--- src/design/lbg_pkg.sv ---
`default_nettype none
// ----------------------------------------------------------------------------
// lbg_pkg
// Types, constants and microprogram for the binary GCD / LCM unit.
// ----------------------------------------------------------------------------
package lbg_pkg;

   localparam int LBG_OPND_W    = 32;
   localparam int LBG_LCM_W     = 64;
   localparam int LBG_WIDTH_DEF = 32;
   localparam int LBG_PC_W      = 4;

   typedef logic [LBG_PC_W-1:0] lbg_addr_type;

   localparam lbg_addr_type LBG_PC_START   = 4'd0;
   localparam lbg_addr_type LBG_PC_TWOS    = 4'd1;
   localparam lbg_addr_type LBG_PC_STRIP_X = 4'd2;
   localparam lbg_addr_type LBG_PC_STRIP_Y = 4'd3;
   localparam lbg_addr_type LBG_PC_SUB     = 4'd4;
   localparam lbg_addr_type LBG_PC_RESCALE = 4'd5;
   localparam lbg_addr_type LBG_PC_DIVINIT = 4'd6;
   localparam lbg_addr_type LBG_PC_DIV     = 4'd7;
   localparam lbg_addr_type LBG_PC_MUL     = 4'd8;
   localparam lbg_addr_type LBG_PC_END     = 4'd9;

   typedef enum logic [3:0] {
      OP_NOP,
      OP_SHIFT_BOTH,
      OP_SHIFT_X,
      OP_SHIFT_Y,
      OP_SUB,
      OP_SHIFT_G,
      OP_DIV_INIT,
      OP_DIV_STEP,
      OP_MUL
   } lbg_op_type;

   typedef enum logic [2:0] {
      CND_NONE,
      CND_ANY_ZERO,
      CND_EITHER_ODD,
      CND_X_ODD,
      CND_Y_ODD,
      CND_X_NE_Y,
      CND_TWOS_ZERO,
      CND_CNT_DONE
   } lbg_cond_type;

   // advance: run op, step on; loop: run op and hold until cond, then go to target
   // branch: run op, jump to target on cond; end: retire result
   typedef enum logic [1:0] {
      MD_ADVANCE,
      MD_LOOP,
      MD_BRANCH,
      MD_END
   } lbg_mode_type;

   typedef enum logic {
      ST_IDLE,
      ST_RUN
   } lbg_state_type;

   typedef struct packed {
      lbg_mode_type mode;
      lbg_op_type   op;
      lbg_cond_type cond;
      lbg_addr_type target;
   } lbg_ctl_type;

   typedef struct packed {
      logic       load;
      logic       exec;
      lbg_op_type op;
   } lbg_cmd_type;

   typedef struct packed {
      logic any_zero;
      logic both_zero;
      logic either_odd;
      logic x_odd;
      logic y_odd;
      logic x_ne_y;
      logic twos_zero;
      logic cnt_done;
   } lbg_stat_type;

   function automatic lbg_ctl_type lbg_rom(input lbg_addr_type pc);
      lbg_ctl_type w;
      unique case (pc)
         LBG_PC_START:   w = '{MD_BRANCH,  OP_NOP,        CND_ANY_ZERO,   LBG_PC_END};
         LBG_PC_TWOS:    w = '{MD_LOOP,    OP_SHIFT_BOTH, CND_EITHER_ODD, LBG_PC_STRIP_X};
         LBG_PC_STRIP_X: w = '{MD_LOOP,    OP_SHIFT_X,    CND_X_ODD,      LBG_PC_STRIP_Y};
         LBG_PC_STRIP_Y: w = '{MD_LOOP,    OP_SHIFT_Y,    CND_Y_ODD,      LBG_PC_SUB};
         LBG_PC_SUB:     w = '{MD_BRANCH,  OP_SUB,        CND_X_NE_Y,     LBG_PC_STRIP_Y};
         LBG_PC_RESCALE: w = '{MD_LOOP,    OP_SHIFT_G,    CND_TWOS_ZERO,  LBG_PC_DIVINIT};
         LBG_PC_DIVINIT: w = '{MD_ADVANCE, OP_DIV_INIT,   CND_NONE,       LBG_PC_DIV};
         LBG_PC_DIV:     w = '{MD_LOOP,    OP_DIV_STEP,   CND_CNT_DONE,   LBG_PC_MUL};
         LBG_PC_MUL:     w = '{MD_ADVANCE, OP_MUL,        CND_NONE,       LBG_PC_END};
         default:        w = '{MD_END,     OP_NOP,        CND_NONE,       LBG_PC_END};
      endcase
      return w;
   endfunction

endpackage
`default_nettype wire

--- src/design/lbg_datapath.sv ---
`default_nettype none
// ----------------------------------------------------------------------------
// lbg_datapath
// Shift/subtract registers, restoring divider and multiplier driven by the
// microprogram one operation per cycle, except in loop exit tests and while a result waits to retire.
// ----------------------------------------------------------------------------
module lbg_datapath
   import lbg_pkg::*;
#(
   parameter int WIDTH = LBG_WIDTH_DEF
) (
   input  logic                  clock,
   input  logic [WIDTH-1:0]      operand_a,
   input  logic [WIDTH-1:0]      operand_b,
   input  lbg_cmd_type           cmd,
   output lbg_stat_type          stat,
   output logic [WIDTH-1:0]      gcd,
   output logic [2*WIDTH-1:0]    lcm
);

   localparam int TW_W  = $clog2(WIDTH);
   localparam int CNT_W = $clog2(WIDTH + 1);

   logic [WIDTH-1:0]   a_ff, a_in, b_ff, b_in, x_ff, x_in, y_ff, y_in;
   logic [WIDTH-1:0]   q_ff, q_in, r_ff, r_in;
   logic [TW_W-1:0]    twos_ff, twos_in;
   logic [CNT_W-1:0]   cnt_ff, cnt_in;
   logic [2*WIDTH-1:0] prod_ff, prod_in;
   logic [WIDTH:0]     rem_sh, rem_sub;
   logic               rem_ge;
   logic [2*WIDTH-1:0] mul;

   assign rem_sh  = {r_ff, q_ff[WIDTH-1]};
   assign rem_sub = rem_sh - {1'b0, x_ff};
   assign rem_ge  = rem_sh >= {1'b0, x_ff};
   assign mul     = q_ff * b_ff;

   always_comb begin
      a_in    = a_ff;
      b_in    = b_ff;
      x_in    = x_ff;
      y_in    = y_ff;
      q_in    = q_ff;
      r_in    = r_ff;
      twos_in = twos_ff;
      cnt_in  = cnt_ff;
      prod_in = prod_ff;
      if (cmd.load) begin
         a_in    = operand_a;
         b_in    = operand_b;
         x_in    = operand_a;
         y_in    = operand_b;
         twos_in = '0;
         prod_in = '0;
      end else if (cmd.exec) begin
         unique case (cmd.op)
            OP_NOP: ;
            OP_SHIFT_BOTH: begin
               x_in    = x_ff >> 1;
               y_in    = y_ff >> 1;
               twos_in = twos_ff + 1'b1;
            end
            OP_SHIFT_X: x_in = x_ff >> 1;
            OP_SHIFT_Y: y_in = y_ff >> 1;
            OP_SUB: begin
               if (x_ff > y_ff) begin
                  x_in = y_ff;
                  y_in = x_ff - y_ff;
               end else begin
                  y_in = y_ff - x_ff;
               end
            end
            OP_SHIFT_G: begin
               x_in    = x_ff << 1;
               twos_in = twos_ff - 1'b1;
            end
            OP_DIV_INIT: begin
               q_in   = a_ff;
               r_in   = '0;
               cnt_in = '0;
            end
            OP_DIV_STEP: begin
               r_in   = rem_ge ? rem_sub[WIDTH-1:0] : rem_sh[WIDTH-1:0];
               q_in   = {q_ff[WIDTH-2:0], rem_ge};
               cnt_in = cnt_ff + 1'b1;
            end
            OP_MUL: prod_in = mul;
            default: ;
         endcase
      end
   end

   always_ff @(posedge clock) begin
      a_ff    <= a_in;
      b_ff    <= b_in;
      x_ff    <= x_in;
      y_ff    <= y_in;
      q_ff    <= q_in;
      r_ff    <= r_in;
      twos_ff <= twos_in;
      cnt_ff  <= cnt_in;
      prod_ff <= prod_in;
   end

   always_comb begin
      stat.any_zero   = (a_ff == '0) || (b_ff == '0);
      stat.both_zero  = (a_ff == '0) && (b_ff == '0);
      stat.either_odd = x_ff[0] | y_ff[0];
      stat.x_odd      = x_ff[0];
      stat.y_odd      = y_ff[0];
      stat.x_ne_y     = x_ff != y_ff;
      stat.twos_zero  = twos_ff == '0;
      stat.cnt_done   = cnt_ff == CNT_W'(WIDTH);
   end

   // with one operand zero the GCD is the other operand
   assign gcd = stat.any_zero ? (a_ff | b_ff) : x_ff;
   assign lcm = stat.any_zero ? '0 : prod_ff;

endmodule
`default_nettype wire

--- config.mk ---
export PLATFORM = sky130hd
export DESIGN_NAME = lbg_datapath
export DESIGN_NICKNAME = d
export VERILOG_FILES = /design/src/design/lbg_pkg.sv /design/src/design/lbg_datapath.sv
export SDC_FILE = /design/constraint.sdc
export NUM_CORES = 2
export LEC_CHECK = 0
export BUFFER_PORTS_ARGS = -buffer_cell sky130_fd_sc_hd__buf_2
export CORE_ASPECT_RATIO = 1.1
export CORE_MARGIN = 5
export CORE_UTILIZATION = 25
export DETAILED_ROUTE_END_ITERATION = 10
export PLACE_DENSITY = 0.47
export SKIP_LAST_GASP = 1
export SYNTH_ARGS = -nofsm -noshare
export SYNTH_HDL_FRONTEND = slang
export SYNTH_SLANG_ARGS = --single-unit
--- constraint.sdc ---
create_clock -name clock -period 11.8 [get_ports clock]
set_input_delay 2.36 -clock clock [delete_from_list [all_inputs] [get_ports clock]]
set_output_delay 2.36 -clock clock [all_outputs]
set_load 0.05 [all_outputs]
---- Yosys cells after proc, flatten, opt, wreduce, memory -nomap -nowiden ----
Cells that the tools add are included.
cells by class
  magnitude comparators ................... 2
  $mul .................................... 1
  bitwise gates (word level) .............. 3
  reductions and logical operators ........ 17
  equal/unequal tests ..................... 11
  add/sub/neg operators ................... 6
  multiplexer cells ....................... 15
operators with widths
  kind                   count
  $mux W32               8
  $pmux W32 S2           3
  $pmux W32 S3           1
  $sub A32 B32 Y32       3
  $logic_not A32 Y1      2
  $mul A32 B32 Y64       1
  $mux W64               1
  $ge A33 B32 Y1         1
  $gt A32 B32 Y1         1
  $ne A32 B32 Y1         1
  $or A32 B32 Y32        1
  $eq A4 B3 Y1 const B   4
  $pmux W6 S2            1
  $pmux W5 S2            1
  $eq A4 B2 Y1 const B   2
  $add A6 B1 Y6 const B  1
  $eq A6 B6 Y1 const B   1
  $reduce_and A2 Y1      3
  $reduce_and A3 Y1      2
  $reduce_bool A2 Y1     3
  $add A5 B1 Y5 const B  1
  $logic_not A5 Y1       1
  $sub A5 B1 Y5 const B  1
  $eq A4 B1 Y1 const B   1
  other kinds (9)        10
word-level totals
  input port bits ......................... 71
  bits in registers ....................... 267
  word-level logic and storage cells ...... 64

---- Longest topological paths before layout ----
  depth after elaboration ................. 5
  mapped depth ............................ 29

---- Worst setup path before layout ----
Ideal clock, no wire load.
  path kind ............................... reg2reg
  start ................................... reg b_ff[17]
  end ..................................... reg prod_ff[55]
  cell stages (with the launch flop) ...... 28
  slack ................................... 4.427 ns
  data arrival time ....................... 7.312 ns
  clock period less this slack ............ 7.373 ns
  setup time .............................. 0.060 ns
  path buffers ............................ 3
  cell sequence ........................... edfxtp_1 clkbuf_1 clkbuf_1 and2_1 fa_1 inv_1 fa_1 inv_1 fa_1 inv_1 fa_1 inv_1 fa_1 fa_1 fa_1 fa_1 ha_1 buf_2 and3_1 nand2_1 nor4_1 a22oi_1 a2111oi_2 o21ai_1 a21oi_2 nand2b_1 a2111oi_0 a311o_1
on the way
  word-level cells in the longest chain between the ends .. 1
ends and longest elaborated chain
  element                 RTL line             RTL
  start, declared         lbg_datapath.sv:24   logic [WIDTH-1:0] a_ff, a_in, b_ff, b_in, x_ff, x_in, y_ff, y_in;
  start signal, assigned  lbg_datapath.sv:95   b_ff <= b_in;
  $mul A32 B32 Y64        lbg_datapath.sv:36   assign mul = q_ff * b_ff;
  end signal, assigned    lbg_datapath.sv:102  prod_ff <= prod_in;
  end, declared           lbg_datapath.sv:28   logic [2*WIDTH-1:0] prod_ff, prod_in;
Every way passes these cells.
A chain may end at the register's enable or synchronous reset.

---- Worst setup path in the final report ----
  start ................................... reg b_ff[8]
  end ..................................... reg prod_ff[61]
The elaborated chain is that of the path after synthesis.

==> results.sh <==
export IMPL_clkLatencyLatePin_ns=0.64
export IMPL_maxCapViolCount=0
export IMPL_via_density_per_instance=4.72
export IMPL_drt_antenna_violating_nets=0
export IMPL_synth_seq_cells=267
export IMPL_post_drt_wl_per_cell_um=21.2
export IMPL_grt_remaining_overflow=0
export IMPL_synthesis_area_sq_mm=0.0508
export IMPL_relative_max_transition_margin_pct=14.5
export IMPL_numPlacedInstances=8293
export IMPL_syn_num_nets=7010
export IMPL_timing_critical_path_to_type="flop"
export IMPL_fp_row_count=173
export IMPL_postPlaceCellArea_sq_mm=0.0543
export IMPL_routed_via_count=39489
export IMPL_report_final_slew_viol_count=0
export IMPL_worst_endpoint_arrival_ns=9.48
export IMPL_pre_antenna_drt_iters=5
export IMPL_global_router_s_overall_resource_usage_pct=16.8
export IMPL_period_share_pct=76.3
export IMPL_timing_fmax_mhz=111
export IMPL_initial_core_util_pct=25.1
export IMPL_fin_crit_ns=9.00
export IMPL_synthXorXnorAreaFrac_pct=1.97
export IMPL_drive_above_1_share_pct=6.37
export IMPL_dieArea_sq_mm=0.212
export IMPL_port_buffers=174
export IMPL_yosys_area_top_type_share_pct=35.5
export IMPL_io_pins=175
export IMPL_die_width_um=440
export IMPL_floorplan_die_height_um=483
export IMPL_post_cts_setup_buffers=0
export IMPL_worstMarginPinSlew_ns=1.28
export IMPL_busiest_layer="met2"
export IMPL_cp_num_buf_inv=3
export IMPL_timing_setup_tns_ns=0
export IMPL_start_kind="flop"
export IMPL_synth_area_leader_cell="sky130_fd_sc_hd__fa_1"
export IMPL_clockRootBuffer="sky130_fd_sc_hd__clkbuf_16"
export IMPL_fill_cells=21718
export IMPL_core_sq_mm=0.202
export IMPL_synth_adder_area_share_pct=44.5
export IMPL_met3_usage_pct=2.30
export IMPL_postLayoutCellArea_sq_mm=0.0557
export IMPL_synthMuxAreaShare_pct=1.33
export IMPL_antenna_found_initial=6
export IMPL_synth_seq_area_share_pct=14.4
export IMPL_remaining_drc_errors=0
export IMPL_worst_path_clk_slew_ns=0.06
export IMPL_cts_repair_resized=0
export IMPL_finalNonFillerCells=8365
export IMPL_synth_flop_cell="sky130_fd_sc_hd__edfxtp_1"
export IMPL_cts_sinks=267
export IMPL_cell_count_after_synthesis=5675
export IMPL_clock_skew_final_ns=0.0517
export IMPL_cts_root_to_sink_buffers=3
export IMPL_total_clock_buffers_created_by_cts=39
export IMPL_timing_critical_path_cells="buf_4, and2_1, fa_1, fa_1, inv_1, fa_1, fa_1, inv_1, fa_1, fa_1, fa_1, fa_1, ha_1, and3_1, nand2_1, nor4_1, a22oi_1, a2111oi_2, o21ai_1, a211oi_1, o2111ai_1, mux2i_1, nand2_1"
export IMPL_finalWirelength_um=178000
export IMPL_netlist_top_cells_count="972 x sky130_fd_sc_hd__inv_1, 900 x sky130_fd_sc_hd__fa_1, 797 x sky130_fd_sc_hd__nand2_1"
export IMPL_clock_tree_from_tritoncts="yes"
export IMPL_worst_endpoint_required_ns=12.28
export IMPL_post_synth_arst_share_pct=0
export IMPL_slowest_stage="sky130_fd_sc_hd__a2111oi_2"
export IMPL_cts_htree_levels=2
export IMPL_synth_distinct_cells=84
export IMPL_synth_top_family_by_area="adder cells"
export IMPL_crit_path_max_incr_delay_ns=0.81
export IMPL_multiInputGateArea_sq_mm=0.0384
export IMPL_post_synth_main_area_contributors="sky130_fd_sc_hd__fa_1 35%, sky130_fd_sc_hd__edfxtp_1 12%, sky130_fd_sc_hd__ha_1 9.0%"
export IMPL_status="finished, final reports clean"
export IMPL_synth_compound_area_share_pct=9.21
export IMPL_cts_hold_buffers=0
export IMPL_grt_use_met2_pct=28.8
export IMPL_vias_in_the_first_global_route=42709
export IMPL_yosys_area_share_simple_pct=18.6
export IMPL_detailedRoute_firstIterationViolations=2450
export IMPL_yosysWarningCount=0
export IMPL_design_final_nets=6957
export IMPL_detailedPlacementHpwl_um=139000
export IMPL_top_delay_family_on_crit_path="adder cells"
export IMPL_area_growth_synth_to_final_pct=9.63
export IMPL_sequential_cell_area_sq_mm=0.00733
export IMPL_post_synth_cell_area_avg_sq_um=8.95
export IMPL_worst_path_most_repeated_cell="sky130_fd_sc_hd__fa_1"
export IMPL_global_route_usage_met1_pct=21.8
export IMPL_final_setup_viol_count=0
export IMPL_grt_max_degree=79
export IMPL_grt_setup_unrepaired="no"
export IMPL_criticalPathCategory="reg2reg"
export IMPL_gpl_final_weighted_congestion=0.905
export IMPL_grt_pass1_wl_um=272000
export IMPL_cp_max_fo=29
export IMPL_count_of_flip_flops_with_a_built_in_enable_after_synthesis=198
export IMPL_synth_most_common_cell="sky130_fd_sc_hd__inv_1"
export IMPL_hold_viol_final=0
export IMPL_hold_path_class="reg2reg"
area by class of cell:
cell class	count	area share, %
antenna	2	0.00899
clock buffer	44	1.82
clock inverter	26	0.553
inverter	973	6.56
multi-input combinational	4079	69.0
sequential	267	13.2
tap	2712	6.10
timing repair buffer	262	2.77
routing by layer:
layer	share of wire [%]	vias up	routed length [um]
met1	42	20541	75300
li1	-	17624	-
met3	5.2	255	9190
met4	3.6	0	6360
met2	49	1069	86700
met5	0	-	0
registers in the layout, summed over array words and instances (netlist names):
| register | flops |
|---|---|
| a_ff | 32 |
| r_ff | 32 |
| x_ff | 32 |
| b_ff | 32 |
| q_ff | 32 |
| twos_ff | 5 |
| prod_ff | 64 |
| y_ff | 32 |
| cnt_ff | 6 |
final timing paths:
kind	from	to	slack, ns	cells after the start
max	b_ff[8]	prod_ff[61]	2.80	23
min	prod_ff[50]	prod_ff[50]	0.45	2
max reg2reg	b_ff[8]	prod_ff[61]	2.80	23
min reg2reg	prod_ff[50]	prod_ff[50]	0.45	2
cells by family after synthesis:
group,after synthesis
and+or+nand+nor,1889
buffers and inverters,1329
adders and majority gates,1264
AOI/OAI and AO/OA,745
DFF,267
xor gates and xnor gates,114
muxes,67
cells in the final DEF, fill, tap and decap left out, types with 16 or more instances in the layout:
master                      Yosys  routed
sky130_fd_sc_hd__a211oi_1      33      33
sky130_fd_sc_hd__a21o_1        70      70
sky130_fd_sc_hd__a21oi_1      245     245
sky130_fd_sc_hd__a31oi_1       25      25
sky130_fd_sc_hd__and2_1       681     681
sky130_fd_sc_hd__and3_1        16      16
sky130_fd_sc_hd__buf_2         25     173
sky130_fd_sc_hd__buf_4          6      88
sky130_fd_sc_hd__clkbuf_16      0      39
sky130_fd_sc_hd__dfxtp_1       69      69
sky130_fd_sc_hd__edfxtp_1     198     198
sky130_fd_sc_hd__fa_1         900     900
sky130_fd_sc_hd__ha_1         364     364
sky130_fd_sc_hd__inv_1        972     972
sky130_fd_sc_hd__mux2i_1       65      65
sky130_fd_sc_hd__nand2_1      797     797
sky130_fd_sc_hd__nand2b_1      24      24
sky130_fd_sc_hd__nand3_1       51      50
sky130_fd_sc_hd__nand4_1       35      35
sky130_fd_sc_hd__nor2_1       128     125
sky130_fd_sc_hd__nor2b_1       19      18
sky130_fd_sc_hd__nor3_1        59      59
sky130_fd_sc_hd__nor4_1        25      25
sky130_fd_sc_hd__o211ai_1      43      43
sky130_fd_sc_hd__o21a_1        19      19
sky130_fd_sc_hd__o21ai_0      153     151
sky130_fd_sc_hd__o21ai_1       27      27
sky130_fd_sc_hd__o21bai_1      29      29
sky130_fd_sc_hd__xnor2_1       75      75
sky130_fd_sc_hd__xor2_1        39      39
through the flow:
| stage | setup slack [ns] | util (%) | hold slack (ns) |
|---|---|---|---|
| after floorplan | 4.43 | - | 0.417 |
| after global placement | 2.96 | 26.9 | 0.437 |
| after detailed placement | 2.92 | 26.9 | 0.442 |
| after CTS | 2.84 | 27.6 | 0.450 |
| after global routing | 2.29 | 27.6 | 0.463 |
| final | 2.80 | 27.6 | 0.447 |
tightest hold or removal path, delay by kind of cell (launching register included):
| family | cells | cell delay (ns) |
|---|---|---|
| AND/OR/NAND/NOR | 1 | 0.05 |
| AO/OA/AOI/OAI | 1 | 0.05 |
| flip-flops | 1 | 0.31 |
Power is not shown: default switching activity piles up to over one toggle a cycle in this logic, so the estimate is an artifact.
